**src/hw/rtl/qalu_pkg.sv**
```systemverilog
`timescale 1ns / 1ps
// ----------------------------------------------------------------------------
// qalu_pkg
// Shared types and constants of the quaternion arithmetic unit.
// ----------------------------------------------------------------------------
package qalu_pkg;

  localparam int DATA_WIDTH_DEF = 32;
  localparam int FRAC_BITS_DEF  = 24;
  localparam int ACT_W          = 4;

  // Operation codes carried by each request.
  typedef enum logic [ACT_W-1:0] {
    ACT_ADD      = 4'd0,
    ACT_ADD_S    = 4'd1,
    ACT_SUB      = 4'd2,
    ACT_SUB_S    = 4'd3,
    ACT_S_SUB    = 4'd4,
    ACT_PROD     = 4'd5,
    ACT_SCALE    = 4'd6,
    ACT_NEG      = 4'd7,
    ACT_CONJ     = 4'd8,
    ACT_NORM     = 4'd9
  } action_t;

  // Operand selects of the add/subtract path in a lane.
  typedef enum logic [1:0] {
    SEL_ZERO = 2'd0,
    SEL_A    = 2'd1,
    SEL_B    = 2'd2,
    SEL_R    = 2'd3
  } lin_sel_t;

  // Per-lane decode of one request.
  typedef struct packed {
    logic       mul;
    logic [3:0] neg;
    logic       lin_sub;
    lin_sel_t   la_sel;
    lin_sel_t   lb_sel;
  } lane_ctl_t;

  // Negated terms of the Hamilton product, one bit per term, per component.
  function automatic logic [3:0] hamilton_neg(input logic [1:0] lane);
    logic [3:0] m;
    case (lane)
      2'd0:    m = 4'b1110;
      2'd1:    m = 4'b1000;
      2'd2:    m = 4'b0010;
      2'd3:    m = 4'b0100;
      default: m = 4'b0000;
    endcase
    return m;
  endfunction

endpackage

```
**src/hw/rtl/qalu_sqrt.sv**
```systemverilog
`timescale 1ns / 1ps
// ----------------------------------------------------------------------------
// qalu_sqrt
// Pipelined integer square root, one root bit per register stage.
// ----------------------------------------------------------------------------
module qalu_sqrt #(
  parameter int DATA_WIDTH = qalu_pkg::DATA_WIDTH_DEF
) (
  input  logic                    clk,
  input  logic                    ce,
  input  logic [2*DATA_WIDTH+1:0] rad,
  output logic [DATA_WIDTH:0]     root
);
  import qalu_pkg::*;

  localparam int N  = DATA_WIDTH + 1;
  localparam int SW = 2 * DATA_WIDTH + 2;

  logic [SW-1:0] rem_q  [0:N];
  logic [N-1:0]  root_q [0:N];

  assign rem_q[0]  = rad;
  assign root_q[0] = '0;

  // Each stage tries one root bit, highest first.
  for (genvar s = 0; s < N; s++) begin : g_stage
    localparam int K = N - 1 - s;
    logic [SW-1:0] trial;
    logic          fits;

    always_comb begin
      trial = (SW'(root_q[s]) << (K + 1)) | (SW'(1) << (2 * K));
      fits  = (trial <= rem_q[s]);
    end

    always_ff @(posedge clk) begin
      if (ce) begin
        rem_q[s+1]  <= fits ? (rem_q[s] - trial) : rem_q[s];
        root_q[s+1] <= fits ? (root_q[s] | (N'(1) << K)) : root_q[s];
      end
    end
  end

  assign root = root_q[N];

endmodule

```
**config.mk**
```make
export PLATFORM = sky130hd
export DESIGN_NAME = qalu_sqrt
export DESIGN_NICKNAME = d
export VERILOG_FILES = /design/src/hw/rtl/qalu_pkg.sv /design/src/hw/rtl/qalu_sqrt.sv
export SDC_FILE = /design/constraint.sdc
export NUM_CORES = 2
export LEC_CHECK = 0
export BUFFER_PORTS_ARGS = -buffer_cell sky130_fd_sc_hd__buf_2
export CAP_MARGIN = 5
export CORE_UTILIZATION = 58
export CTS_BUF_LIST = sky130_fd_sc_hd__clkbuf_8 sky130_fd_sc_hd__clkbuf_16
export CTS_CLUSTER_DIAMETER = 150
export DETAILED_ROUTE_END_ITERATION = 16
export PLACE_DENSITY_LB_ADDON = 0.2
export SLEW_MARGIN = 20
export SYNTH_ARGS = -nofsm -noshare
export SYNTH_HDL_FRONTEND = slang
export SYNTH_SLANG_ARGS = --single-unit
export TNS_END_PERCENT = 50
```
**constraint.sdc**
```tcl
create_clock -name clk -period 5.1 [get_ports clk]
set_input_delay 0.255 -clock clk [delete_from_list [all_inputs] [get_ports clk]]
set_output_delay 0.255 -clock clk [all_outputs]
set_load 0.01 [all_outputs]
```
==> results.yml <==
synth:
  ys_seq_area_share_pct: 62.6
  syn_area_um2: 128000
  syn_nets: 10900
  synth.most_common_cell: "edfxtp_1"
  synth_area_leaders: "edfxtp_1, ha_1, xnor2_1"
  ys_seq_elements: 2673
  avgSynthCellArea_um2: 12.6
  netlist_instances: 10200
  synth_warnings: 0
  synth_edf_count: 2673
  synth_flop_cell: "edfxtp_1"
  synth_cell_types: 94
  synth_top_cell_by_area: "edfxtp_1"
  synth_top_area_share_pct: 62.6
  ys_top_cells_by_count: "edfxtp_1, inv_1, nand2_1, nor2_1"
  synthArstFlopShare_pct: 0
placement:
  dpl_worst_slack_ns: 0.726
  hpwl_um: 240000
  place_congestion: 0.978
  portBuffers: 100
sta:
  max_freq_ghz: 0.220
  period_needed_ns: 4.54
  hold_slack_ns: 0.152
  worstMarginPinSlew_ns: 1.10
  period_share_pct: 88.9
  fin_skew_ns: 0.0809
  relSlewSlack_pct: 26.6
  rsz0062_at_grt: "no"
  timing.final.ws_setup_ns: 0.565
  slew_viol_final: 0
  tns_ns: 0
  finalHoldViolCount: 0
  setup_viol: 0
clock_tree:
  path_clk_slew_ns: 0.06
  cts_resized: 0
  clockRootBuffer: "clkbuf_16"
  hold_buffers: 132
  ctsLongestPathBuffers: 4
  worstSkewPairLatency_ns: 0.95
  cts_tree: "done"
  cts_setup_buffers: 0
  cts_buffers: 295
  h-tree-depth: 5
  clock-sinks: 2673
hold_path:
  hold_path_class: "input pin to flip-flop"
grt:
  grt_max_degree: 184
  track_usage_pct: 29.0
  antenna_found_initial: 18
  grt_pass1_wl_um: 492000
  grt_pass1_vias: 80500
  overflow: 0
pwr:
  vdd_drop_max_mv: 0.306
  power.density_nw_per_um2: 455
  p_leak_nw: 53.7
floorplan:
  num_rows: 172
  die_y_um: 472
  pin_count: 101
  start_util_pct: 58.4
  die_w_um: 472
  core_region_area_um2: 220000
  die_area_um2: 223000
finish:
  drive_gt1_share_pct: 7.35
  areaGrowthSynthToFinish_pct: 11.6
  nets: 11300
routing:
  postRouteAntennaNets: 0
  wl_per_cell_um: 23.8
  drc: 0
  vias: 84900
  viasPerCell: 6.16
  firstDrtPassIters: 6
  drt_iter0_drc: 9639
  wl_um: 328000
critical_path:
  worstSetupStartpointType: "flip-flop"
  crit_fanout: 10
  cp.arrival_ns: 5.17
  path_class: "flip-flop to flip-flop"
  end_kind: "flip-flop"
  worstPathRequired_ns: 5.74
flow_run:
  drv_cap: 0
run_status:
  status: "finished clean"
==> worst paths after layout <==
path | startpoint | endpoint | slack, ns | depth (start not counted)
min reg2reg | g_stage[11].trial[52] | g_stage[12].trial[51] | 0.41 | 0
max reg2reg | rem_q[229] | rem_q[192] | 0.56 | 10
max | rem_q[229] | rem_q[192] | 0.56 | 10
min | rad[64] | rem_q[2176] | 0.15 | 3
==> cell families after synthesis <==
| family | share of synthesized area [%] |
|---|---|
| multiplexers | 0.789 |
| AND/OR/NAND/NOR | 12.2 |
| buffers and inverters | 2.75 |
| XOR/XNOR | 6.47 |
| flip-flops | 62.6 |
| adder cells (fa/ha/maj) | 5.75 |
| AO/OA/AOI/OAI | 9.42 |
==> per-stage QoR <==
stage / total power [W] / std cells / cell area, µm² / utilization [%]
final: 0.0651 / 13800 / 143000 / 65.2
after global routing: 0.0679 / 13800 / 143000 / 65.2
after CTS: 0.0652 / 13800 / 143000 / 65.1
after detailed placement: 0.0447 / 13200 / 133000 / 60.4
after global placement: 0.0445 / 13200 / 133000 / 60.4
after floorplan: 0.0399 / 10200 / 128000 / -
==> where the power goes <==
part | internal [W] | switching (W)
registers | 0.0280 | 0.00254
clock network | 0.0119 | 0.00855
logic | 0.00575 | 0.00845
total | 0.0456 | 0.0195
==> placed cells by master (no fill, tap or decap), types with 58 or more instances in the layout <==
cell type | Yosys | layout
a31oi_1 | 59 | 58
nand2_1 | 696 | 696
edfxtp_1 | 2673 | 2673
a21oi_1 | 590 | 589
nor4_1 | 366 | 365
xor2_1 | 445 | 445
or3_1 | 105 | 105
o21ai_0 | 510 | 509
o21bai_1 | 65 | 64
nor3_1 | 295 | 295
mux2_2 | 81 | 81
ha_1 | 590 | 590
nand3_1 | 180 | 180
nor2_1 | 634 | 633
buf_2 | 12 | 99
nand2b_1 | 109 | 109
xnor2_1 | 503 | 503
nand4_1 | 189 | 189
clkbuf_16 | 0 | 300
a211oi_1 | 62 | 61
o21a_1 | 82 | 82
inv_1 | 706 | 755
nor2b_1 | 72 | 72
a21o_1 | 223 | 223
and3_1 | 59 | 59
dlygate4sd3_1 | 0 | 132
buf_4 | 1 | 86
==> worst max-delay path, cell delays in order (launching register included) <==
cell and delay, ns:
edfxtp_1 0.39, ha_1 0.49, nand4_1 0.18, or4_1 0.62, nor4_1 0.74, or4_1 0.35
and4_1 0.23, nand4_1 0.21, nor3_2 0.57, nor4b_1 0.37, xor2_1 0.13
==> per-layer routing <==
metal / wire [µm] / part of all wire [%] / global-route usage [%]
met1: 144000 / 44 / 42.3
met2: 151000 / 46 / 45.7
met3: 24600 / 7.5 / 4.42
met4: 7570 / 2.3 / 7.02
met5: 41 / 0.013 / 0
==> registers in the layout, summed over array words and instances (netlist names) <==
| name | cells |
|---|---|
| g_stage.trial | 528 |
| root | 33 |
| rem_q | 2112 |
==> cell type report <==
type	count	area (µm²)
sequential	2673	80300
multi-input combinational	6613	44600
clock inverter	200	1590
timing repair buffer	335	2820
inverter	709	2660
fill	16100	76600
tap	2958	3700
clock buffer	300	7510
antenna	4	10.0
No activity file was read; power rests on OpenSTA's default activity.
